<file path="config.mk">
export PLATFORM = sky130hd
export DESIGN_NAME = gesr_match
export DESIGN_NICKNAME = d
export VERILOG_FILES = /design/src/rtl/gesr_pkg.sv /design/src/rtl/gesr_match.sv
export SDC_FILE = /design/constraint.sdc
export NUM_CORES = 1
export LEC_CHECK = 0
export ABC_AREA = 1
export BUFFER_PORTS_ARGS = -buffer_cell sky130_fd_sc_hd__buf_2
export CAP_MARGIN = 20
export CORE_MARGIN = 2
export CORE_UTILIZATION = 28
export DETAILED_ROUTE_END_ITERATION = 10
export GPL_TIMING_DRIVEN = 0
export PLACE_DENSITY_LB_ADDON = 0.05
export SYNTH_ARGS = -nofsm -noshare
export SYNTH_HDL_FRONTEND = slang
export SYNTH_SLANG_ARGS = --single-unit
export TNS_END_PERCENT = 50
</file>
<file path="constraint.sdc">
create_clock -name vclk -period 0.88
set_input_delay 0.044 -clock vclk [all_inputs]
set_output_delay 0.044 -clock vclk [all_outputs]
set_load 0.005 [all_outputs]
</file>
<file path="src/rtl/gesr_pkg.sv">
// shared types, codes and constants of the graph edge store
`timescale 1ns / 1ps

package gesr_pkg;

   localparam int VERTEX_W = 6;
   localparam int CMD_W    = 2;
   localparam int STATUS_W = 2;
   localparam int INDEX_W  = 10;
   localparam int MASK_W   = 64;
   localparam int CFG_W    = 7;

   localparam int DEF_MAX_VERTICES = 64;
   localparam int DEF_MAX_EDGES    = 1024;

   localparam logic [CFG_W-1:0] VERTEX_COUNT_RESET = 7'd64;

   localparam logic [CMD_W-1:0] CMD_ADD   = 2'd0;
   localparam logic [CMD_W-1:0] CMD_FIND  = 2'd1;
   localparam logic [CMD_W-1:0] CMD_REACH = 2'd2;

   localparam logic [STATUS_W-1:0] STATUS_OK    = 2'd0;
   localparam logic [STATUS_W-1:0] STATUS_FULL  = 2'd1;
   localparam logic [STATUS_W-1:0] STATUS_RANGE = 2'd2;
   localparam logic [STATUS_W-1:0] STATUS_LOOP  = 2'd3;

   typedef struct packed {
      logic [CMD_W-1:0]    command;
      logic [VERTEX_W-1:0] src_vertex;
      logic [VERTEX_W-1:0] dst_vertex;
   } gesr_req_type;

   typedef struct packed {
      logic [STATUS_W-1:0] status;
      logic                found;
      logic [INDEX_W-1:0]  edge_index;
      logic [MASK_W-1:0]   reach_mask;
   } gesr_rsp_type;

   typedef enum logic [2:0] {
      S_IDLE,
      S_DECODE,
      S_FSCAN,
      S_POP,
      S_LOAD,
      S_WSCAN,
      S_FINISH
   } gesr_state_type;

   // conditions from the datapath to the sequencer
   typedef struct packed {
      logic req_beat;
      logic go_find;
      logic go_walk;
      logic find_hit;
      logic scan_done;
      logic stack_empty;
      logic slot_free;
   } gesr_cond_type;

   // controls from the sequencer to the datapath
   typedef struct packed {
      logic accept;
      logic decode;
      logic fscan;
      logic wscan;
      logic pop;
      logic load;
      logic emit;
   } gesr_ctrl_type;

endpackage

</file>
<file path="src/rtl/gesr_match.sv">
// shared edge compare unit: find match or unvisited walk successor
`timescale 1ns / 1ps

module gesr_match #(
   parameter int MAX_VERTICES = gesr_pkg::DEF_MAX_VERTICES
) (
   input  logic                              walk_mode,
   input  logic [$clog2(MAX_VERTICES)-1:0]   entry_src,
   input  logic [$clog2(MAX_VERTICES)-1:0]   entry_dst,
   input  logic [$clog2(MAX_VERTICES)-1:0]   key_src,
   input  logic [$clog2(MAX_VERTICES)-1:0]   key_dst,
   input  logic [MAX_VERTICES-1:0]           visited,
   output logic                              hit
);

   import gesr_pkg::*;

   logic src_eq;

   assign src_eq = (entry_src == key_src);

   always_comb begin
      if (walk_mode) begin
         hit = src_eq && !visited[entry_dst];
      end else begin
         hit = src_eq && (entry_dst == key_dst);
      end
   end

endmodule

</file>
==> impl_metrics.csv <==
group,metric,value,unit
worst_hold_path,hold_depth,3,
logic_synthesis,synth_cell_type_count,19,
drt,routed_via_density,4.70,
drt,routedWlPerCell,11.8,µm
placed_design,place.gp.congestion,0.797,
sta,setup-violations-final,1,
floorplanning,core,3030,µm²
worst_hold_path,hp-start,"walk_mode",
global_route,grt_pass1_vias,1368,
critical_path,worstSetupPathType,"in -> out",
finish,fin_util,60.2,%
finish,nClkBuffers,0,
run_status,outcome,"finished with violations",
logic_synthesis,synth_cells,186,
floorplanning,start_util,29.1,%
placed_design,port_buffers,87,
finish,antennaDiodeCount,0,
sta,drv_slew,0,
power_and_ir_drop,ir_drop,0.184,mV
placed_design,place_hpwl,2630,µm
sta,layout_min_cycle_time,1.18,ns
floorplanning,die_h,60.1,µm
drt,drc,0,
sta,setup_tns,-0.300,ns
logic_synthesis,syn_nets,275,
sta,worst_slew_pin_slew,0.262,ns
run_status,violations,"negative setup slack",
drt,drtPass1Iterations,4,
sta,grt_setup_unrepaired,"yes",
sta,fin_crit_sh,134,%
sta,worst_slack,-0.300,ns
global_route,grt.total_usage,19.5,%
floorplanning,die-width,60.1,µm
global_route,grt_overflow,0,
finish,register_area,0,µm²
finish,seq_cells,0,
critical_path,start_kind,"primary input",
global_route,grt_max_degree,11,
clock_tree,hold_buffers,0,
drt,dr.first_iter.drc_count,62,
critical_path,crit_required,0.84,ns
global_route,grt_antenna_before_repair,0,
drt,drtAntennaViolNets,0,
worst_hold_path,hp-class,"in -> out",
sta,relSlewSlack,82.5,%
logic_synthesis,synth_area,882,µm²
floorplanning,ios,90,
power_and_ir_drop,leakage,1.01,nW
logic_synthesis,syn_avg_cell_area,4.74,µm²
sta,fmax,848,MHz
critical_path,crit_arrival,1.14,ns
drt,vias,1551,
drt,wl,3900,µm
logic_synthesis,synth-seq-area-share,0,%
finish,layout-drive-gt1-share,58.4,%
finish,syn_to_final_growth,107,%
finish,nets,377,
worst_hold_path,hold_path_end,"hit",
floorplanning,die_area,3620,µm²
power_and_ir_drop,power_density,460,nW/µm²
global_route,grt_pass1_wl,5630,µm
logic_synthesis,yosys_warnings,0,
critical_path,critPathMaxFanout,8,
sta,hold_viol,0,
finish,nFillCells,333,
critical_path,crit_path_end_kind,"output pin",
floorplanning,row_count,20,
job,cap_violations,0,
## cell usage in the layout (no fill, tap or decap)
cell type    n
buf_2       87
nand2_1     71
nand3_2     28
nand3_1     26
nand2_2     18
inv_1        8
buf_6        7
buf_8        6
buf_4        5
nor2_1       4
or2_2        3
buf_16       2
buf_12       2
o21ai_0      2
xor2_1       2
inv_12       1
inv_8        1
clkinvlp_4   1
xnor2_1      1
a211oi_1     1
nand2_4      1
o21ai_2      1
a211oi_2     1
nand4_1      1
o211ai_1     1
nor4_1       1
o21ai_1      1
a21oi_2      1
inv_6        1
clkbuf_16    1
## worst max path at each step
stage          end  slack, ns          from  cells past startpoint
6_report       hit      -0.30  entry_dst[0]                     13
5_1_grt        hit      -0.41  entry_dst[0]                     13
4_1_cts        hit      -0.27  entry_dst[0]                     13
3_5_place_dp   hit      -0.39  entry_dst[2]                     10
3_3_place_gp   hit      -0.38  entry_dst[2]                     10
2_1_floorplan  hit      -0.07  entry_dst[1]                      9
## power breakdown
part           internal [mW]  leakage [nW]  switching (mW)  total (mW)
sequential                 0             0               0           0
combinational          0.441          1.01           0.399       0.839
clock                      0             0               0           0
total                  0.441          1.01           0.399       0.839
## worst max-delay path, stage by stage
cell and delay, ns:
buf_16 0.13, inv_12 0.05, buf_6 0.12, nand2_1 0.05
nand3_1 0.08, nand3_2 0.07, nand2_1 0.07, nand2_1 0.06
nand3_1 0.07, nand3_1 0.08, nand2_1 0.07, a21oi_2 0.12
buf_2 0.11
## per-stage QoR
| step | instance area, µm² | power [mW] | setup slack, ns | hold slack (ns) | instances |
|---|---|---|---|---|---|
| 3_3_place_gp | 1370 | 0.601 | -0.379 | 0.345 | 317 |
| 2_1_floorplan | 882 | 0.337 | -0.0733 | 0.126 | 186 |
| 3_5_place_dp | 1370 | 0.600 | -0.386 | 0.348 | 317 |
| 6_report | 1820 | 0.839 | -0.300 | 0.341 | 330 |
| 4_1_cts | 1610 | 0.729 | -0.266 | 0.348 | 326 |
| 5_1_grt | 1820 | 0.919 | -0.405 | 0.350 | 330 |
## Yosys cell counts (all sizes together)
cell,n,share of area [%]
nand4,1,0.71
or2,3,2.1
nor2,4,1.7
nor4,1,0.71
a21oi,1,0.99
o211ai,1,0.85
xnor2,1,0.99
xor2,2,2.0
inv,11,5.5
o21ai,4,2.3
a211oi,2,1.7
nand3,54,31
buf,11,11
nand2,90,39
## repair_timing
action | CTS | global route
resized for setup | 43 | 42
setup endpoints to repair | 1 | 1
pin swaps | 9 | 18
gates cloned | 5 | 2
buffers inserted | 4 | 2
## cells by family (layout without fill, tap and decap cells)
logic type	Yosys count	after routing	synth area share, %
buffers and inverters	22	122	16.7
XOR/XNOR	3	3	2.98
AND/OR/NAND/NOR	153	153	74.5
AO/OA/AOI/OAI	8	8	5.82
## area by class of cell
| type | instances | area [µm²] | share of cell area, % |
|---|---|---|---|
| well taps | 44 | 55.1 | 3.02 |
| repair buffers | 99 | 586 | 32.1 |
| plain buffers | 11 | 176 | 9.67 |
| multi-input cells | 164 | 933 | 51.2 |
| inverters | 11 | 65.1 | 3.57 |
| repair inverters | 1 | 8.76 | 0.480 |
## metal layers
metal	wire (µm)	global-route usage (%)	up-vias
li1	-	-	813
met5	0	0	-
met1	1680	23.6	681
met4	0	0	0
met2	1960	38.4	57
met3	253	2.38	0
Note: power is estimated with default switching activity, not from simulation.
