`config.mk`:
```
export PLATFORM = sky130hd
export DESIGN_NAME = gesr_seq
export DESIGN_NICKNAME = d
export VERILOG_FILES = /design/src/rtl/gesr_pkg.sv /design/src/rtl/gesr_seq.sv
export SDC_FILE = /design/constraint.sdc
export NUM_CORES = 1
export LEC_CHECK = 0
export ABC_AREA = 0
export BUFFER_PORTS_ARGS = -buffer_cell sky130_fd_sc_hd__buf_2
export CELL_PAD_IN_SITES_DETAIL_PLACEMENT = 0
export CELL_PAD_IN_SITES_GLOBAL_PLACEMENT = 1
export CORE_AREA = 2 2 39 41
export DETAILED_ROUTE_END_ITERATION = 7
export DIE_AREA = 0 0 41 43
export HOLD_SLACK_MARGIN = 0.1
export PLACE_DENSITY = 0.58
export SLEW_MARGIN = 40
export SYNTH_ARGS = -nofsm -noshare
export SYNTH_HDL_FRONTEND = slang
export SYNTH_SLANG_ARGS = --single-unit
```
`constraint.sdc`:
```
create_clock -name clock -period 1.08 [get_ports clock]
set_input_delay 0.162 -clock clock [delete_from_list [all_inputs] [get_ports clock]]
set_output_delay 0.162 -clock clock [all_outputs]
set_load 0.1 [all_outputs]
```
`src/rtl/gesr_pkg.sv`:
```
// shared types, codes and constants of the graph edge store
`timescale 1ns / 1ps

package gesr_pkg;

   localparam int VERTEX_W = 6;
   localparam int CMD_W    = 2;
   localparam int STATUS_W = 2;
   localparam int INDEX_W  = 10;
   localparam int MASK_W   = 64;
   localparam int CFG_W    = 7;

   localparam int DEF_MAX_VERTICES = 64;
   localparam int DEF_MAX_EDGES    = 1024;

   localparam logic [CFG_W-1:0] VERTEX_COUNT_RESET = 7'd64;

   localparam logic [CMD_W-1:0] CMD_ADD   = 2'd0;
   localparam logic [CMD_W-1:0] CMD_FIND  = 2'd1;
   localparam logic [CMD_W-1:0] CMD_REACH = 2'd2;

   localparam logic [STATUS_W-1:0] STATUS_OK    = 2'd0;
   localparam logic [STATUS_W-1:0] STATUS_FULL  = 2'd1;
   localparam logic [STATUS_W-1:0] STATUS_RANGE = 2'd2;
   localparam logic [STATUS_W-1:0] STATUS_LOOP  = 2'd3;

   typedef struct packed {
      logic [CMD_W-1:0]    command;
      logic [VERTEX_W-1:0] src_vertex;
      logic [VERTEX_W-1:0] dst_vertex;
   } gesr_req_type;

   typedef struct packed {
      logic [STATUS_W-1:0] status;
      logic                found;
      logic [INDEX_W-1:0]  edge_index;
      logic [MASK_W-1:0]   reach_mask;
   } gesr_rsp_type;

   typedef enum logic [2:0] {
      S_IDLE,
      S_DECODE,
      S_FSCAN,
      S_POP,
      S_LOAD,
      S_WSCAN,
      S_FINISH
   } gesr_state_type;

   // conditions from the datapath to the sequencer
   typedef struct packed {
      logic req_beat;
      logic go_find;
      logic go_walk;
      logic find_hit;
      logic scan_done;
      logic stack_empty;
      logic slot_free;
   } gesr_cond_type;

   // controls from the sequencer to the datapath
   typedef struct packed {
      logic accept;
      logic decode;
      logic fscan;
      logic wscan;
      logic pop;
      logic load;
      logic emit;
   } gesr_ctrl_type;

endpackage

```
`src/rtl/gesr_seq.sv`:
```
// command sequencer of the graph edge store
`timescale 1ns / 1ps

module gesr_seq (
   input  logic                    clock,
   input  logic                    reset,
   input  gesr_pkg::gesr_cond_type cond,
   output gesr_pkg::gesr_ctrl_type ctrl
);

   import gesr_pkg::*;

   gesr_state_type state_ff;
   gesr_state_type state_in;

   always_comb begin
      state_in = state_ff;
      case (state_ff)
         S_IDLE: begin
            if (cond.req_beat) state_in = S_DECODE;
         end
         S_DECODE: begin
            if (cond.go_find) state_in = S_FSCAN;
            else if (cond.go_walk) state_in = S_POP;
            else state_in = S_FINISH;
         end
         S_FSCAN: begin
            if (cond.find_hit || cond.scan_done) state_in = S_FINISH;
         end
         S_POP: begin
            if (cond.stack_empty) state_in = S_FINISH;
            else state_in = S_LOAD;
         end
         S_LOAD: begin
            state_in = S_WSCAN;
         end
         S_WSCAN: begin
            if (cond.scan_done) state_in = S_POP;
         end
         S_FINISH: begin
            if (cond.slot_free) state_in = S_IDLE;
         end
         default: begin
            state_in = S_IDLE;
         end
      endcase
   end

   always_comb begin
      ctrl = '0;
      case (state_ff)
         S_IDLE:   ctrl.accept = 1'b1;
         S_DECODE: ctrl.decode = 1'b1;
         S_FSCAN:  ctrl.fscan  = 1'b1;
         S_POP:    ctrl.pop    = !cond.stack_empty;
         S_LOAD:   ctrl.load   = 1'b1;
         S_WSCAN:  ctrl.wscan  = 1'b1;
         S_FINISH: ctrl.emit   = cond.slot_free;
         default:  ctrl = '0;
      endcase
   end

   always_ff @(posedge clock) begin
      if (reset) begin
         state_ff <= S_IDLE;
      end else begin
         state_ff <= state_in;
      end
   end

endmodule
```
==> results of run 1 <==
==> Yosys cell counts <==
cell type  n
nor3_1     5
a21oi_1    3
nand2b_1   3
a31oi_1    1
or3_1      2
buf_2      2
nor2_1     2
a21oi_2    1
o41ai_2    1
a211oi_1   1
o21ai_1    1
nor4_2     1
inv_2      1
nor3b_1    2
nand3b_1   2
nor2b_1    2
dfxtp_1    3
nand2_1    2
==> how the worst min path moves through the flow <==
stage,depth (start not counted),slack (ns),endpoint
4_1_cts,2,0.14,state_ff[0]$_SDFFE_PP0P_
6_report,2,0.15,state_ff[0]$_SDFFE_PP0P_
3_5_place_dp,2,0.39,state_ff[0]$_SDFFE_PP0P_
2_1_floorplan,1,0.23,state_ff[0]$_SDFFE_PP0P_
5_1_grt,2,0.15,state_ff[0]$_SDFFE_PP0P_
3_3_place_gp,2,0.39,state_ff[0]$_SDFFE_PP0P_
==> cell type report <==
type / instances / share of cell area [%]
clock buffers: 4 / 3.770
inverters: 1 / 1.257
multi-input cells: 29 / 40.93
flip-flops and latches: 3 / 10.23
well taps: 16 / 2.873
repair buffers: 26 / 40.93
==> worst max-delay path: stages, from the launching register on <==
cell     delay [ns]
dfxtp_4        0.35
buf_8          0.14
nor3b_4        0.23
buf_12         0.21
==> routing by layer <==
metal / GRT usage (%) / up-vias
li1: - / 187
met1: 13.78 / 167
met2: 15.94 / 12
met3: 1.571 / 0
met4: 8.000 / 0
met5: 0 / -
==> where the power goes <==
group | leakage, uW | internal (uW) | switching (uW)
Sequential | 0.0000267 | 127 | 38.7
Clock | 0.0000150 | 139 | 63.0
Combinational | 0.000236 | 243 | 307
==> logic make-up after synthesis <==
group,after synthesis
flops,3
simple gates,21
compound gates,8
buf+inv,3
==> stage by stage <==
stage	setup TNS [ns]	cells
2_1_floorplan	-3.110	35
3_3_place_gp	-0.6891	73
3_5_place_dp	-0.7715	73
4_1_cts	-1.827	79
5_1_grt	-2.155	79
6_report	-1.689	79
==> repair_timing <==
action | in CTS | in global routing
pin swaps | 5 | 4
gates resized for setup | 14 | 3
setup endpoints to repair | 10 | 9
buffers inserted | 2 | 0
==> results.toml, run 1 <==
[run_status]
status = "complete, but fails checks"
violations = "setup timing"

[drt]
top_layer_used = "met3"
drc_errors = 0
vias = 366
wl_met1_um = 352
viasPerCell = 4.633
final_antenna_net_count = 0
first_pass_iters = 4
dr_wl_met2_um = 433
wirelength_um = 820
wl_per_cell_um = 10.38
first_iter_violations = 5
wl_met3_um = 33

[worst_setup_path]
reg2reg_slack_ns = -0.13
cp_data_required_time_ns = 0.92
worstRegToRegCells = 4
crit_fanout = 5
end_kind = "output port"
critPathLaunchType = "flop"
crit_type = "reg2out"
rr_endpoint = "state_ff[2]$_SDFFE_PP0P_"
endpoint = "ctrl[1]"
startpoint = "state_ff[1]$_SDFFE_PP0P_"
crit_arrival_ns = 1.17
reg2reg_from = "state_ff[2]$_SDFFE_PP0P_"

[floorplan]
die_area_um2 = 1763
initial_core_util_pct = 18.72
num_rows = 14
core_um2 = 1384
die_w_um = 41
dieHeight_um = 43
ios = 16

[synthesis]
synth_compound_area_share_pct = 22.71
netlist_area_um2 = 259.0
synth_top_family_by_area = "simple AND/OR/NAND/NOR gates"
ys_ff_latch = 3
synth_area_leaders = "dfxtp_1 (23%), nor3_1 (9.7%), nand2b_1 (7.2%)"
synth_xor_area_share_pct = 0
postSynthCellCount = 35
synthAdderAreaFrac_pct = 0
synth_top_area_share_pct = 23.19
synthSimpleGateAreaFrac_pct = 48.79
syn_avg_cell_area_um2 = 7.400
ys_seq_area_share_pct = 23.19
synth.distinct_cells = 18
ys_warn_count = 0
synth_largest_area_cell = "dfxtp_1"
synth_nets = 44
muxShareOfSynthArea_pct = 0

[cells_and_area]
n_fill_cell = 131
area.growth.synth_to_final_pct = 169.1
reg.largest.list = "state_ff: 3 flops"
final_util_pct = 50.36
largest_reg_flops = 3
antenna_cells = 0
layout-drive-gt1-share_pct = 76.19
final_area_um2 = 696.9
mostFrequentLayoutCells = "buf_2 (8), buf_12 (7), buf_4 (6)"
seq_area_um2 = 71.32
final_common_cell = "buf_2"
top_register = "state_ff"
final_nets = 73
multi_input_area_um2 = 285.3

[sta]
finalMaxSlewViolations = 0
worstMarginPinSlew_ns = 0.2268
holdWs_ns = 0.1530
fin_crit_sh_pct = 123.6
timing.fmax_ghz = 0.7493
min_period_ns = 1.334
hold_viol = 0
skew_ns = 0.004745
timing.max_slew.rel_slack_pct = 84.76
setup_viol = 9
rsz0062_at_grt = "yes"
worst_slack_ns = -0.2545

[clock_tree]
clk_pin_slew_worst_paths_ns = 0.04
cts.sinks = 3
root_buffer = "clkbuf_4"
htree_levels = 1
cts.path.max_buffers = 2
clock_latency_ns = 0.24
hold_buffers = 0
numCtsBuffers = 3
cts_tree = "done"

[min_path]
hp-start = "reset"
hold_path.class = "in2reg"

[global_routing]
antenna_found_initial = 0
grt_pass1_wl_mm = 1.290
grt_pass1_vias = 339
grt_max_degree = 13
grt_overflow = 0
track_usage_pct = 10.93

[power]
power.density_nw_per_um2 = 1316
peakVddDrop_v = 0.0008522
finalPower_uw = 917.2
p_leak_uw = 0.0002775

[placed_design]
dp_hpwl_um = 624
dpl_cell_area_um2 = 599.3
io_buffers = 15
pre_cts_ws_ns = -0.1837
gp_congestion = 0.7506

[flow_run]
drv_cap = 0
Power figures use the tool's default switching activity.
==> run 2: changes to the inputs <==
==> constraint.sdc (replaced) <==
create_clock -name clock -period 1.08 [get_ports clock]
set_input_delay 0.216 -clock clock [delete_from_list [all_inputs] [get_ports clock]]
set_output_delay 0.216 -clock clock [all_outputs]
set_load 0.1 [all_outputs]
==> run 2 against run 1 <==
Worst setup slack lost 0.034 ns. Cell count increased by 2.5%. Via count is 0.27% higher. Power up 1.4%. Combinational power grew 4.5%. Non-clock buffer count increased by 2. First-iteration DRC count decreased by 40%. Hold slack gained 0.053 ns. Critical endpoint unchanged. The run still ends with setup timing left. Clock skew fell by 0.0040 ns.
==> results.toml, run 2 (same netlist as run 1, synthesis figures left out) <==
[run_status]
status = "complete, but fails checks"
violations = "setup timing"

[placed_design]
dp_hpwl_um = 642.8
pre_cts_ws_ns = -0.2074
io_buffers = 15
gp_congestion = 0.7578

[sta]
worst_slack_ns = -0.2884
timing.fmax_ghz = 0.7308
timing.max_slew.rel_slack_pct = 85.26
hold_viol = 0
setup_viol = 9
holdWs_ns = 0.2062
skew_ns = 0.0007049
min_period_ns = 1.368
worstMarginPinSlew_ns = 0.2187
rsz0062_at_grt = "yes"
setup_tns_ns = -2.033
fin_crit_sh_pct = 126.7
finalMaxSlewViolations = 0

[floorplan]
core_um2 = 1384
dieHeight_um = 43
initial_core_util_pct = 18.72
die_w_um = 41
num_rows = 14
die_area_um2 = 1763
ios = 16

[clock_tree]
cts.path.max_buffers = 2
cts_tree = "done"
clock_latency_ns = 0.23
cts.sinks = 3
hold_buffers = 0
htree_levels = 1
root_buffer = "clkbuf_4"
numCtsBuffers = 3
clk_pin_slew_worst_paths_ns = 0.03

[worst_setup_path]
cp_data_required_time_ns = 0.86
worstRegToRegCells = 5
reg2reg_from = "state_ff[2]$_SDFFE_PP0P_"
startpoint = "state_ff[1]$_SDFFE_PP0P_"
endpoint = "ctrl[1]"
crit_type = "reg2out"
critPathLaunchType = "flop"
reg2reg_slack_ns = -0.17
end_kind = "output port"
crit_fanout = 5
crit_arrival_ns = 1.15
rr_endpoint = "state_ff[2]$_SDFFE_PP0P_"

[cells_and_area]
area.growth.synth_to_final_pct = 181.2
reg.largest.list = "state_ff: 3 flops"
final_nets = 75
top_register = "state_ff"
layout-drive-gt1-share_pct = 76.92
antenna_cells = 0
largest_reg_flops = 3
mostFrequentLayoutCells = "buf_2 (8), buf_12 (8), buf_4 (6), buf_6 (6)"
n_fill_cell = 119

[drt]
viasPerCell = 4.531
first_iter_violations = 3
wl_per_cell_um = 11.00
wirelength_um = 891
drc_errors = 0
first_pass_iters = 2
final_antenna_net_count = 0
vias = 367

[global_routing]
grt_pass1_vias = 401
grt_pass1_wl_mm = 1.573
grt_max_degree = 13
grt_overflow = 0
track_usage_pct = 13.37
antenna_found_initial = 0

[min_path]
hold_depth = 2
hold_path.class = "in2reg"

[flow_run]
drv_cap = 0

[power]
peakVddDrop_v = 0.0006118
power.density_nw_per_um2 = 1277
p_leak_uw = 0.0002790
## run 2: where the power goes
group	internal, uW	switching, uW	leakage [uW]
logic	258	318	0.000237
clock network	138	51.1	0.0000150
registers	127	38.6	0.0000267
## run 2: worst max-delay path: stages (launching register included)
cell     delay (ns)
dfxtp_4        0.35
buf_12         0.14
nor3b_4        0.22
buf_12         0.21
## run 2: worst min-delay path by stage
stage / from / slack, ns / end
after floorplan: reset / 0.28 / state_ff[0]$_SDFFE_PP0P_
after global placement: reset / 0.45 / state_ff[0]$_SDFFE_PP0P_
after detailed placement: reset / 0.45 / state_ff[0]$_SDFFE_PP0P_
after CTS: reset / 0.20 / state_ff[0]$_SDFFE_PP0P_
after global routing: reset / 0.22 / state_ff[0]$_SDFFE_PP0P_
final: reset / 0.21 / state_ff[0]$_SDFFE_PP0P_
## run 2: repair_timing
item	in CTS	in global routing
endpoints found under the setup margin	10	10
pin swaps	7	0
buffers inserted	5	0
endpoints found under the hold margin	0	0
resized for setup	11	6
## run 2: through the flow
step	instances	total power [uW]	area [um2]	util, %
2_1_floorplan	35	478.9	351.6	-
3_5_place_dp	72	667.9	601.8	43.49
4_1_cts	81	927.8	705.7	50.99
6_report	81	929.8	728.2	52.62
5_1_grt	81	986.8	728.2	52.62
3_3_place_gp	72	668.0	601.8	43.49
## run 2: final cells by class
| type | count | area [um2] | area share, % |
|---|---|---|---|
| clock buffer | 4 | 26.28 | 3.608 |
| inverter | 1 | 8.758 | 1.203 |
| multi-input combinational | 29 | 289.0 | 39.69 |
| sequential | 3 | 71.32 | 9.794 |
| tap | 16 | 20.02 | 2.749 |
| timing repair buffer | 28 | 312.8 | 42.96 |
## run 2: per-layer routing
layer  global-route usage [%]  vias up  part of all wire (%)
met2                    22.50        9                    56
met3                    1.571        2                   3.8
met5                        0        -                     0
met4                    8.667        0                   1.9
met1                    14.52      167                    38
li1                         -      189                     -
==> run 3: changes to the inputs <==
--- a/config.mk
+++ b/config.mk
@@ -15,2 +15,3 @@
 export HOLD_SLACK_MARGIN = 0.1
+export MAX_ROUTING_LAYER = met4
 export PLACE_DENSITY = 0.58
==> constraint.sdc (replaced) <==
create_clock -name clock -period 1.08 [get_ports clock]
set_input_delay 0.108 -clock clock [delete_from_list [all_inputs] [get_ports clock]]
set_output_delay 0.108 -clock clock [all_outputs]
set_load 0.1 [all_outputs]
==> run 3 against run 2 <==
The flow still finishes with violations (setup timing). First-iteration DRC count increased by 67%. Clock power up 3%. Via count rose by 2.5%.
==> results.toml, run 3 (same netlist as run 1, synthesis figures left out) <==
[worst_setup_path]
end_kind = "output port"
crit_fanout = 5
critPathLaunchType = "flop"
crit_type = "reg2out"
crit_arrival_ns = 1.18
cp_data_required_time_ns = 0.97

[floorplan]
num_rows = 14
core_um2 = 1384
die_w_um = 41
die_area_um2 = 1763
initial_core_util_pct = 18.72
dieHeight_um = 43
ios = 16

[sta]
holdWs_ns = 0.1792
min_period_ns = 1.283
hold_viol = 0
rsz0062_at_grt = "yes"
skew_ns = 0.0008496
worst_slack_ns = -0.2032
finalMaxSlewViolations = 0
fin_crit_sh_pct = 118.8
timing.max_slew.rel_slack_pct = 84.31
setup_viol = 9
timing.fmax_ghz = 0.7793
worstMarginPinSlew_ns = 0.2334

[drt]
first_iter_violations = 5
vias = 376
final_antenna_net_count = 0
viasPerCell = 4.476
wirelength_um = 821
drc_errors = 0
first_pass_iters = 2
wl_per_cell_um = 9.774

[global_routing]
track_usage_pct = 12.85
grt_overflow = 0
grt_pass1_vias = 362
antenna_found_initial = 0
grt_max_degree = 12
grt_pass1_wl_mm = 1.518

[power]
peakVddDrop_v = 0.0006591
switchingPower_uw = 404.3
p_leak_uw = 0.0003017
combPwrFrac_pct = 63.0
finalPower_uw = 936.3
swShare_pct = 43.18
power.density_nw_per_um2 = 1268
power_frac_clock_pct = 20.7
seqPwrFrac_pct = 16.3
internal_power_uw = 532.0

[cells_and_area]
area.growth.synth_to_final_pct = 185.0
multi_input_area_um2 = 284.0
top_register = "state_ff"
reg.largest.list = "state_ff: 3 flops"
seq_area_um2 = 71.32
final_nets = 78
layout-drive-gt1-share_pct = 76.47
mostFrequentLayoutCells = "buf_4 (10), buf_2 (8), buf_12 (8)"
final_common_cell = "buf_4"
antenna_cells = 0
largest_reg_flops = 3
final_util_pct = 53.35
n_fill_cell = 127

[placed_design]
pre_cts_ws_ns = -0.1787
io_buffers = 15
dp_hpwl_um = 645.1
gp_congestion = 0.7415

[clock_tree]
cts.path.max_buffers = 2
clk_pin_slew_worst_paths_ns = 0.04
cts.sinks = 3
clock_latency_ns = 0.23
numCtsBuffers = 3
cts_tree = "done"
htree_levels = 1
root_buffer = "clkbuf_4"

[run_status]
violations = "setup timing"
status = "complete, but fails checks"

[flow_run]
drv_cap = 0

[min_path]
hold_path.class = "in2reg"
-- run 3: cell types whose count changed in the layout (fill, tap and decap cells not counted) --
cell           change
nand2_4            +1
nor4_4             -1
a211oi_2           -1
nand2_2            -1
buf_6              -2
dlygate4sd3_1      +1
inv_6              -1
a211oi_1           +1
a21oi_1            -1
inv_4              +1
nor4_2             +1
a21oi_2            +1
buf_4              +4
-- run 3: layout make-up --
| class | count | share of cell area (%) |
|---|---|---|
| Multi-Input combinational cell | 29 | 38.47 |
| Tap cell | 16 | 2.712 |
| Clock buffer | 4 | 3.559 |
| Sequential cell | 3 | 9.661 |
| Inverter | 1 | 0.8475 |
| Timing Repair Buffer | 31 | 44.75 |
-- run 3: final timing paths --
kind,startpoint,endpoint,slack [ns],cells past startpoint
worst max-delay path,state_ff[0]$_SDFFE_PP0P_,ctrl[0],-0.20,4
worst min-delay path,cond[4],state_ff[0]$_SDFFE_PP0P_,0.18,3
worst max register to register,state_ff[0]$_SDFFE_PP0P_,state_ff[2]$_SDFFE_PP0P_,-0.12,5
worst min register to register,state_ff[1]$_SDFFE_PP0P_,state_ff[0]$_SDFFE_PP0P_,0.56,2
-- run 3: worst max-delay path, cell delays in order (launching register included) --
cell and delay, ns:
dfxtp_4 0.36, buf_4 0.14, nand2b_4 0.16, nor2_4 0.10, buf_12 0.18
-- run 3: metal layers --
| layer | vias to the layer above | wire [um] | part of all wire (%) | global-route usage, % |
|---|---|---|---|---|
| met5 | - | 0 | 0 | - |
| met4 | 0 | 0 | 0 | 6.000 |
| met3 | 0 | 20 | 2.4 | 1.571 |
| met2 | 7 | 463 | 56 | 20.00 |
| met1 | 173 | 337 | 41 | 15.71 |
| li1 | 196 | - | - | - |
-- run 3: through the flow --
step,setup TNS (ns),area (um2),instances
after floorplan,-2.732,354.1,35
after global placement,-0.2837,611.8,73
after detailed placement,-0.3526,611.8,73
after CTS,-1.611,719.4,83
after global routing,-1.931,738.2,84
final,-1.388,738.2,84
-- run 3: repair_timing --
| item | in CTS | in global routing |
|---|---|---|
| endpoints found under the setup margin | 9 | 9 |
| endpoints found under the hold margin | 2 | 0 |
| pin swaps | 5 | 3 |
| buffers inserted | 5 | 1 |
| hold buffers | 1 | 0 |
| resized for setup | 11 | 3 |
| gates cloned | 0 | 0 |
-- run 3: power groups by stage --
| stage | Clock, uW | Sequential [uW] | Combinational (uW) |
|---|---|---|---|
| final | 194 | 153 | 589 |
| after CTS | 210 | 155 | 578 |
| after global routing | 227 | 158 | 621 |
| after global placement | 0 | 155 | 528 |
| after detailed placement | 0 | 155 | 526 |
| after floorplan | 0 | 148 | 335 |
