**src/rtl/gesr_ram.sv**
```systemverilog
// generic simple dual-port ram with registered read
`timescale 1ns / 1ps

module gesr_ram #(
   parameter int WIDTH = 8,
   parameter int DEPTH = 16
) (
   input  logic                     clock,
   input  logic                     wr_en,
   input  logic [$clog2(DEPTH)-1:0] wr_addr,
   input  logic [WIDTH-1:0]         wr_data,
   input  logic [$clog2(DEPTH)-1:0] rd_addr,
   output logic [WIDTH-1:0]         rd_data
);

   logic [WIDTH-1:0] mem_ff [DEPTH];
   logic [WIDTH-1:0] rd_data_ff;

   always_ff @(posedge clock) begin
      if (wr_en) begin
         mem_ff[wr_addr] <= wr_data;
      end
      rd_data_ff <= mem_ff[rd_addr];
   end

   assign rd_data = rd_data_ff;

endmodule

```
**config.mk**
```make
export PLATFORM = sky130hd
export DESIGN_NAME = gesr_ram
export DESIGN_NICKNAME = d
export VERILOG_FILES = /design/src/rtl/gesr_ram.sv
export SDC_FILE = /design/constraint.sdc
export NUM_CORES = 1
export LEC_CHECK = 0
export BUFFER_PORTS_ARGS = -buffer_cell sky130_fd_sc_hd__buf_4
export CORE_MARGIN = 5
export CORE_UTILIZATION = 65
export CTS_BUF_LIST = sky130_fd_sc_hd__clkbuf_4 sky130_fd_sc_hd__clkbuf_8 sky130_fd_sc_hd__clkbuf_16
export CTS_CLUSTER_SIZE = 12
export DETAILED_ROUTE_END_ITERATION = 10
export PLACE_DENSITY = 0.84
export SLEW_MARGIN = 20
export SYNTH_ARGS = -nofsm -noshare
export SYNTH_HDL_FRONTEND = slang
export SYNTH_SLANG_ARGS = --single-unit
```
**constraint.sdc**
```tcl
create_clock -name clock -period 3.1 [get_ports clock]
set_input_delay 0.62 -clock clock [delete_from_list [all_inputs] [get_ports clock]]
set_output_delay 0.62 -clock clock [all_outputs]
set_load 0.01 [all_outputs]
```
==> results of run 1 <==
## worst register-to-register path: stages (launching register included)
cell and delay [ns]:
edfxtp_1 0.37, mux4_1 0.55, a22oi_1 0.29, nand2_1 0.08
## state kept, by name (all words and copies together) (netlist names)
signal   flops
mem_ff     128
rd_data      8
## worst paths after layout
path | startpoint | end | slack, ns | cells past startpoint
worst max-delay path | wr_addr[2] | mem_ff[3][5] | 1.28 | 3
worst min-delay path | wr_data[0] | mem_ff[13][0] | 0.42 | 1
worst max register to register | mem_ff[9][3] | rd_data[3] | 1.68 | 3
worst min register to register | mem_ff[14][4] | rd_data[4] | 0.66 | 3
## routing by layer
metal / vias up / part of all wire, % / global-route usage [%] / wire, µm
li1: 1051 / - / - / -
met1: 1301 / 41 / 31.7 / 4210
met2: 130 / 51 / 35.5 / 5220
met3: 12 / 6.9 / 6.51 / 704
met4: 0 / 1.3 / 7.56 / 129
met5: - / 0 / 0 / 0
## where the power goes
part	internal, mW	total, mW	switching, mW
combinational	0.0872	0.198	0.111
clock	1.24	1.96	0.723
sequential	2.06	2.07	0.0145
total	3.38	4.23	0.849
## cells by family (layout without fill, tap and decap cells)
group                  count (synthesis)  after routing  share of synthesized area (%)
AO/OA/AOI/OAI                         16             16                           2.33
AND/OR/NAND/NOR                       35             35                           3.18
flip-flops                           136            136                           77.8
buffers and inverters                 10             63                           1.68
multiplexers                          32             32                           15.0
## cell usage after synthesis, types with 2 or more instances
master / number
a22oi_1: 16
buf_2: 3
buf_6: 3
clkdlybuf4s25_2: 3
dfxtp_1: 8
edfxtp_1: 128
mux4_1: 14
mux4_2: 18
nand2_1: 9
nand2b_1: 2
nand3b_1: 2
nor2_1: 13
nor3_1: 4
## cell type report
| type | count | area, µm² | area share [%] |
|---|---|---|---|
| multi-input cells | 83 | 1060 | 17.6 |
| clock buffers | 19 | 429 | 7.15 |
| clock inverters | 13 | 154 | 2.56 |
| well taps | 102 | 128 | 2.13 |
| flip-flops and latches | 136 | 4000 | 66.7 |
| repair buffers | 31 | 233 | 3.88 |
==> reports/results.txt, run 1 <==
GRT Resource Usage Total = 22.8%
CP max-delay cell = nor2_1
ys flop type = edfxtp_1
final core occ = 77.7%
RSZ-0062 raised after global routing = no
drt total wl = 10.3 mm
count of cell types in the netlist = 19
CTS resizes = 0
Yosys top cell area share = 74.7%
Hold-fix buffers, CTS = 0
crit end category = flop
Nets = 287
pwr/cell area = 704 nW/µm²
final hold vios = 0
CTS Buf Count = 17
Slew @ Worst Pin = 0.982 ns
most frequent cells in the layout = edfxtp_1, buf_4, mux4_2
Vias = 2,494
critical path fanouts, max = 8
Die Area = 9800 µm²
core area = 7730 µm²
Async S/R FF share, synth = 0%
gpl congestion = 0.758
#FFs+latches synth = 136
critical path class = input port to flop
CTS Sinks = 136
Slew headroom = 34.3%
Avg WL per Cell = 26.7 µm
filler instances = 383
chip height = 99.0 µm
initial antenna violation count = 0
clk_lat worst skew = 0.50 ns
Placed Area = 5420 µm²
Hold WS = 0.422 ns
Yosys warnings = 0
kind of cell adding the most delay to the critical path = simple AND/OR/NAND/NOR gates
Max Cap Viol = 0
skew final = 0.00927 ns
crit-path cells = buf_4 > or3b_2 > nor2_1
CP arrival = 1.94 ns
Max Fclk = 0.551 GHz
Cell Count, Final, Fillers Out = 384
largest net degree at the start of global routing = 33
post-route cell area = 6000 µm²
share of layout cells above drive strength 1 = 28.4%
number of synthesized flops with an enable pin = 128
Buf/Inv on CP = 1
VDD IR-drop max = 473 µV
min Tclk post-route = 1.82 ns
DR vias/cell = 6.49
Post-CTS Setup Bufs = 0
leak pwr = 2.03 nW
CTS H-tree depth = 4
drt first pass iters = 5
vias in the first global route = 2,593
Post-Syn Instances = 229
pre-CTS setup slack = 0.813 ns
starting density of the core = 66.6%
startpoint types = input port
Reg clk slew, reported paths = 0.06 ns
I/O Buffers = 25
dpl cells = 352
antenna cells = 0
num ports = 26
crit share post-route = 58.6%
Pins Over Slew Limit = 0
hpwl dp = 5.73 mm
clk buf depth = 2
global-route wire length before repair = 15.6 mm
Clk Tree Root Cell = clkbuf_8
final setup vio count = 0
total power = 4.23 mW
Cell Area, Synth = 5150 µm²
# rows = 32
Remaining DRCs = 0
Hold Crit Class = input port to flop
Mean Syn Cell Area = 22.5 µm²
Syn-to-layout area delta = 16.7%
sequential-to-total area share from yosys stat = 77.8%
gr ovfl total = 0
syn nets = 247
post-synth top area cell = edfxtp_1
Area contributors post-synth = edfxtp_1, mux4_2, mux4_1
CTS tree = yes
Fin Setup TNS = 0 ns
die width = 99.0 µm
Critical Path RT = 3.23 ns
antenna viol nets, final = 0
status = finished, final reports clean
max incr delay on CP = 0.70 ns
Worst Slack Setup Final = 1.28 ns
commonest non-fill, non-tap cell in the layout = edfxtp_1
Iter 0 DRT Violations = 240
Power figures use the tool's default switching activity.
==> run 2, diff against run 1 <==
--- a/config.mk
+++ b/config.mk
@@ -5,13 +5,14 @@
 export SDC_FILE = /design/constraint.sdc
 export NUM_CORES = 1
 export LEC_CHECK = 0
+export ABC_AREA = 1
 export BUFFER_PORTS_ARGS = -buffer_cell sky130_fd_sc_hd__buf_4
 export CORE_MARGIN = 5
-export CORE_UTILIZATION = 65
+export CORE_UTILIZATION = 61
 export CTS_BUF_LIST = sky130_fd_sc_hd__clkbuf_4 sky130_fd_sc_hd__clkbuf_8 sky130_fd_sc_hd__clkbuf_16
 export CTS_CLUSTER_SIZE = 12
 export DETAILED_ROUTE_END_ITERATION = 10
-export PLACE_DENSITY = 0.84
+export PLACE_DENSITY = 0.79
 export SLEW_MARGIN = 20
 export SYNTH_ARGS = -nofsm -noshare
 export SYNTH_HDL_FRONTEND = slang
==> constraint.sdc (replaced) <==
create_clock -name clock -period 1.75 [get_ports clock]
set_input_delay 0.35 -clock clock [delete_from_list [all_inputs] [get_ports clock]]
set_output_delay 0.35 -clock clock [all_outputs]
set_load 0.01 [all_outputs]
==> run 2 against run 1 <==
Effect of this change: register-to-register slack got worse by 0.99 ns; worst hold slack got worse by 0.25 ns; cell area increased by 11%; worst setup slack got worse by 0.92 ns; area after synthesis increased by 12%; first-iteration DRC count increased by 43%; total power increased by 70%.
==> reports/results.txt, run 2 <==
hpwl dp = 7.74 mm (was 5.73 mm)
origin of the critical flop-to-flop path = mem_ff[7][3] (was mem_ff[9][3])
Placed Area = 6150 µm² (was 5420 µm²)
post-synth top area cell = edfxtp_1 (unchanged)
CTS Buf Count = 17 (unchanged)
GRT Resource Usage Total = 23.9% (was 22.8%)
CP arrival = 1.04 ns (was 1.94 ns)
Slew @ Worst Pin = 0.379 ns (was 0.982 ns)
crit end category = output port (was flop)
final core occ = 72.1% (was 77.7%)
Async S/R FF share, synth = 0% (unchanged)
post-route cell area = 6670 µm² (was 6000 µm²)
Mean Syn Cell Area = 10.5 µm² (was 22.5 µm²)
DR vias/cell = 5.43 (was 6.49)
CP max-delay cell = dfxtp_1 (was nor2_1)
critical path fanouts, max = 1 (was 8)
kind of cell adding the most delay to the critical path = flip-flops (was simple AND/OR/NAND/NOR gates)
met3 Resource Use GR = 4.39% (was 6.51%)
CTS resizes = 0 (unchanged)
GRT Max-Usage Layer = met2 (unchanged)
r2r worst-path depth = 6 (was 3)
starting density of the core = 62.4% (was 66.6%)
Yosys top cell area share = 66.7% (was 74.7%)
drt total wl = 12.9 mm (was 10.3 mm)
most frequent cells in the layout = nand2_1, edfxtp_1, inv_1 (was edfxtp_1, buf_4, mux4_2)
Pins Over Slew Limit = 0 (unchanged)
Post-CTS Setup Bufs = 0 (unchanged)
startpoint types = flop (was input port)
Most flops, register = mem_ff (unchanged)
Iter 0 DRT Violations = 344 (was 240)
worst hold path cell count = 1 (unchanged)
Cell Area, Synth = 5770 µm² (was 5150 µm²)
Hold Path Origin = wr_data[3] (was wr_data[0])
met1 Use GR = 28.2% (was 31.7%)
Area contributors post-synth = edfxtp_1, nand2_1, nand3_1 (was edfxtp_1, mux4_2, mux4_1)
crit-path cells = buf_4 (was buf_4 > or3b_2 > nor2_1)
CTS tree = yes (unchanged)
Avg WL per Cell = 17.5 µm (was 26.7 µm)
max reg flops = 128 (unchanged)
leak pwr = 2.91 nW (was 2.03 nW)
number of synthesized flops with an enable pin = 128 (unchanged)
Nets = 612 (was 287)
num ports = 26 (unchanged)
# rows = 35 (was 32)
count of cell types in the netlist = 12 (was 19)
drt first pass iters = 5 (unchanged)
global-route wire length before repair = 20.0 mm (was 15.6 mm)
skew final = 0.00766 ns (was 0.00927 ns)
Fin Setup TNS = 0 ns (unchanged)
share of layout cells above drive strength 1 = 13.3% (was 28.4%)
ys flop type = edfxtp_1 (unchanged)
CTS H-tree depth = 4 (unchanged)
RSZ-0062 raised after global routing = no (unchanged)
I/O Buffers = 25 (unchanged)
Die Area = 11,500 µm² (was 9800 µm²)
initial antenna violation count = 0 (unchanged)
most common cell in the synthesized netlist = nand2_1 (was edfxtp_1)
CTS Sinks = 136 (unchanged)
antenna viol nets, final = 0 (unchanged)
filler instances = 599 (was 383)
Buf/Inv on CP = 1 (unchanged)
worst min-delay path endpoint = mem_ff[2][3] (was mem_ff[13][0])
vias in the first global route = 3,821 (was 2,593)
clk_lat worst skew = 0.51 ns (was 0.50 ns)
commonest non-fill, non-tap cell in the layout = nand2_1 (was edfxtp_1)
core area = 9240 µm² (was 7730 µm²)
VDD IR-drop max = 894 µV (was 473 µV)
antenna cells = 0 (unchanged)
reg-to-reg endpoint = rd_data[3] (unchanged)
reg-to-reg setup timing slack = 0.69 ns (was 1.68 ns)
chip height = 107 µm (was 99.0 µm)
clk buf depth = 2 (unchanged)
Reg clk slew, reported paths = 0.06 ns (about the same)
final setup vio count = 0 (unchanged)
gr ovfl total = 0 (unchanged)
Max Cap Viol = 0 (unchanged)
top cells by count, synth = nand2_1, edfxtp_1, inv_1, nand3_1, nor2_1 (was edfxtp_1, mux4_2, a22oi_1, mux4_1, nor2_1)
Critical Path RT = 1.40 ns (was 3.23 ns)
Slew headroom = 74.7% (was 34.3%)
gpl congestion = 0.866 (was 0.758)
max incr delay on CP = 0.39 ns (was 0.70 ns)
Hold Crit Class = input port to flop (unchanged)
largest net degree at the start of global routing = 65 (was 33)
Clk Tree Root Cell = clkbuf_8 (unchanged)
Remaining DRCs = 0 (unchanged)
pwr/cell area = 1080 nW/µm² (was 704 nW/µm²)
Hold-fix buffers, CTS = 0 (unchanged)
die width = 107 µm (was 99.0 µm)
critical path class = flop to output port (was input port to flop)
min Tclk post-route = 1.39 ns
#FFs+latches synth = 136 (unchanged)
final hold vios = 0 (unchanged)
Post-Syn Instances = 551 (was 229)
routing usage on met2 = 42.0% (was 35.5%)
status = finished, final reports clean (unchanged)
crit share post-route = 79.3%
Max Fclk = 0.720 GHz
syn nets = 569 (was 247)
Vias = 3,998 (was 2,494)
Yosys warnings = 0 (unchanged)
sequential-to-total area share from yosys stat = 69.4% (was 77.8%)
Syn-to-layout area delta = 15.6% (was 16.7%)
Hold WS = 0.172 ns (was 0.422 ns)
==> run 2: cells by family (layout without fill, tap and decap cells) <==
kind of cell	count (synthesis)	after routing	share of synthesized area (%)
and+or+nand+nor	289	289	21.0
buffers and inverters	126	182	9.52
DFF	136	136	69.4
==> run 2: how the worst max path moves through the flow <==
stage	slack, ns	start	end	cells after the start
final	0.36	rd_data[2]	rd_data[2]	1
after global routing	0.34	rd_data[2]	rd_data[2]	1
after CTS	0.35	rd_data[2]	rd_data[2]	1
after detailed placement	0.32	rd_addr[0]	rd_data[0]	8
after global placement	0.34	rd_addr[0]	rd_data[6]	8
after floorplan	0.45	wr_addr[2]	mem_ff[10][0]	2
==> run 2: area by class of cell <==
cell class                      instances  area, µm²  share of cell area [%]
Sequential cell                       136       4000                    60.1
Multi-Input combinational cell        289       1210                    18.2
Clock buffer                           20        437                    6.55
Timing Repair Buffer                   48        385                    5.78
Inverter                              102        383                    5.74
Tap cell                              129        161                    2.42
Clock inverter                         12       82.6                    1.24
==> run 2: power breakdown <==
group	switching [mW]	total [mW]	internal, mW
clock network	1.28	3.06	1.78
logic	0.319	0.477	0.158
registers	0.0257	3.67	3.64
==> run 2: worst reg2reg max path, stage by stage, from the launching register on <==
cell      delay (ns)
edfxtp_1        0.38
inv_1           0.08
nand2_1         0.06
nand3_1         0.11
nand3_1         0.12
nand3_1         0.13
nand2_1         0.07
==> run 2: metal layers <==
metal | vias to the layer above | routed length [µm]
met1 | 1869 | 4710
met5 | - | 0
li1 | 1857 | -
met3 | 40 | 1080
met4 | 0 | 510
met2 | 232 | 6570
==> run 2: metrics by stage <==
step           power [mW]  std cells  setup slack (ns)
6_report             7.21        736             0.362
5_1_grt              7.43        736             0.343
4_1_cts              7.23        736             0.349
3_5_place_dp         4.20        704             0.317
3_3_place_gp         4.18        704             0.343
2_1_floorplan        3.99        551             0.449
==> run 3, diff against run 2 <==
--- a/config.mk
+++ b/config.mk
@@ -5,14 +5,14 @@
 export SDC_FILE = /design/constraint.sdc
 export NUM_CORES = 1
 export LEC_CHECK = 0
-export ABC_AREA = 1
+export ABC_AREA = 0
 export BUFFER_PORTS_ARGS = -buffer_cell sky130_fd_sc_hd__buf_4
 export CORE_MARGIN = 5
-export CORE_UTILIZATION = 61
+export CORE_UTILIZATION = 60
 export CTS_BUF_LIST = sky130_fd_sc_hd__clkbuf_4 sky130_fd_sc_hd__clkbuf_8 sky130_fd_sc_hd__clkbuf_16
 export CTS_CLUSTER_SIZE = 12
 export DETAILED_ROUTE_END_ITERATION = 10
-export PLACE_DENSITY = 0.79
+export PLACE_DENSITY = 0.78
 export SLEW_MARGIN = 20
 export SYNTH_ARGS = -nofsm -noshare
 export SYNTH_HDL_FRONTEND = slang
==> constraint.sdc (replaced) <==
create_clock -name clock -period 1.4 [get_ports clock]
set_input_delay 0.28 -clock clock [delete_from_list [all_inputs] [get_ports clock]]
set_output_delay 0.28 -clock clock [all_outputs]
set_load 0.01 [all_outputs]
==> run 3 against run 2 <==
Effect of this change: largest power group unchanged; clock power up 42%; worst setup slack worse by 0.29 ns; combinational power up 8.6%; global-route usage down 1.8 points; sequential share of layout area up 2.9 points; die area down 8.4%; first-iteration DRC count down 57%.
==> reports/results.txt, run 3 (synthesized netlist as in run 1, its figures left out) <==
status = finished, final reports clean (unchanged)
gr ovfl total = 0 (unchanged)
starting density of the core = 62.0% (was 62.4%)
DR vias/cell = 6.13 (was 5.43)
Pins Over Slew Limit = 0 (unchanged)
Buf/Inv on CP = 0 (was 1)
gpl congestion = 0.797 (was 0.866)
critical path fanouts, max = 1 (unchanged)
largest net degree at the start of global routing = 17 (was 65)
CTS tree = yes (unchanged)
pwr/cell area = 1490 nW/µm² (was 1080 nW/µm²)
vias in the first global route = 2,703 (was 3,821)
Avg WL per Cell = 24.9 µm (was 17.5 µm)
CTS Sinks = 136 (unchanged)
core area = 8300 µm² (was 9240 µm²)
Syn-to-layout area delta = 23.6% (was 15.6%)
Reg clk slew, reported paths = 0.06 ns (about the same)
worst min-delay path endpoint = mem_ff[7][4] (was mem_ff[2][3])
Hold Path Origin = wr_data[4] (was wr_data[3])
max reg flops = 128 (unchanged)
initial antenna violation count = 0 (unchanged)
leak pwr = 2.21 nW (was 2.91 nW)
reg-to-reg setup timing slack = 0.07 ns (was 0.69 ns)
Die Area = 10,500 µm² (was 11,500 µm²)
die width = 103 µm (was 107 µm)
crit share post-route = 95.0%
filler instances = 426 (was 599)
clk buf depth = 2 (unchanged)
drt total wl = 10.4 mm (was 12.9 mm)
antenna cells = 0 (unchanged)
min Tclk post-route = 1.33 ns
Remaining DRCs = 0 (unchanged)
clk_lat worst skew = 0.52 ns (was 0.51 ns)
Hold Crit Class = input port to flop (unchanged)
# rows = 33 (was 35)
global-route wire length before repair = 15.9 mm (was 20.0 mm)
Max Cap Viol = 0 (unchanged)
Critical Path RT = 1.80 ns (was 1.40 ns)
num ports = 26 (unchanged)
reg-to-reg endpoint = rd_data[6] (was rd_data[3])
CP arrival = 1.73 ns (was 1.04 ns)
Hold WS = 0.0672 ns (was 0.172 ns)
VDD IR-drop max = 1100 µV (was 894 µV)
commonest non-fill, non-tap cell in the layout = edfxtp_1 (was nand2_1)
Vias = 2,552 (was 3,998)
final core occ = 76.7% (was 72.1%)
I/O Buffers = 25 (unchanged)
max incr delay on CP = 0.48 ns (was 0.39 ns)
chip height = 103 µm (was 107 µm)
hpwl dp = 6.57 mm (was 7.74 mm)
r2r worst-path depth = 3 (was 6)
critical path class = flop to flop (was flop to output port)
final setup vio count = 0 (unchanged)
Clk Tree Root Cell = clkbuf_8 (unchanged)
antenna viol nets, final = 0 (unchanged)
worst hold path cell count = 1 (unchanged)
kind of cell adding the most delay to the critical path = multiplexers (was flip-flops)
drt first pass iters = 4 (was 5)
Nets = 316 (was 612)
Most flops, register = mem_ff (unchanged)
CTS H-tree depth = 4 (unchanged)
Max Fclk = 0.752 GHz
crit-path cells = mux4_2 > a22oi_1 > nand2_1 (was buf_4)
most frequent cells in the layout = edfxtp_1, buf_4, mux4_2 (was nand2_1, edfxtp_1, inv_1)
origin of the critical flop-to-flop path = mem_ff[5][6] (was mem_ff[7][3])
GRT Resource Usage Total = 22.1% (was 23.9%)
final hold vios = 0 (unchanged)
Slew @ Worst Pin = 0.755 ns (was 0.379 ns)
CTS Buf Count = 17 (unchanged)
skew final = 0.0161 ns (was 0.00766 ns)
Hold-fix buffers, CTS = 0 (unchanged)
Iter 0 DRT Violations = 149 (was 344)
crit end category = flop (was output port)
Slew headroom = 49.6% (was 74.7%)
CP max-delay cell = mux4_2 (was dfxtp_1)
share of layout cells above drive strength 1 = 37.9% (was 13.3%)
startpoint types = flop (unchanged)
## run 3: changes by cell type in the layout (fill, tap and decap cells not counted), moves of 3 or more
cell,before,now
nor2_2,0,3
clkbuf_4,3,0
buf_4,46,53
bufinv_16,0,3
mux4_1,0,14
nand3_1,97,1
nor2_1,17,10
mux4_2,0,18
a22oi_1,0,14
nand2_1,173,9
buf_12,2,7
inv_1,100,0
## run 3: how the worst max path moves through the flow
stage                             from    endpoint  cells after the start
after floorplan             rd_addr[0]  rd_data[1]                      5
after global placement      rd_addr[0]  rd_data[3]                      6
after detailed placement    rd_addr[0]  rd_data[5]                      6
after CTS                 mem_ff[9][3]  rd_data[3]                      3
after global routing      mem_ff[9][3]  rd_data[3]                      3
final                     mem_ff[5][6]  rd_data[6]                      3
## run 3: area by class of cell
cell class | count | area, µm² | share of cell area [%]
sequential | 136 | 4000 | 62.9
multi-input combinational | 83 | 1100 | 17.3
timing repair buffer | 60 | 538 | 8.46
tap | 105 | 131 | 2.06
clock inverter | 15 | 176 | 2.77
clock buffer | 17 | 414 | 6.51
## run 3: per-stage QoR
step / std cells / area (µm²) / power (mW) / worst slack [ns] / setup TNS (ns)
after CTS: 416 / 6350 / 9.51 / 0.0366 / 0
final: 416 / 6360 / 9.46 / 0.0706 / 0
after global routing: 416 / 6360 / 9.76 / -0.000410 / -0.000410
after detailed placement: 384 / 5760 / 5.18 / -0.245 / -6.25
after floorplan: 229 / 5190 / 4.91 / -0.0165 / -0.0929
after global placement: 384 / 5760 / 5.16 / -0.253 / -3.38
## run 3: timing repair
action | CTS | global route
setup endpoints to repair | 0 | 2
resized for setup | 0 | 2
buffers inserted | 0 | 0
## run 3: routing by layer
layer  GRT usage [%]  part of all wire [%]
met1            31.3                    41
met2            34.0                    51
met3            5.21                   6.5
met4            8.27                   1.7
met5               0                     0
## run 3: report_power, final
part           switching [mW]  internal (mW)  leakage, nW
clock network            1.64           2.71        0.275
registers              0.0310           4.55         1.22
logic                   0.266          0.252        0.708
total                    1.94           7.52         2.21
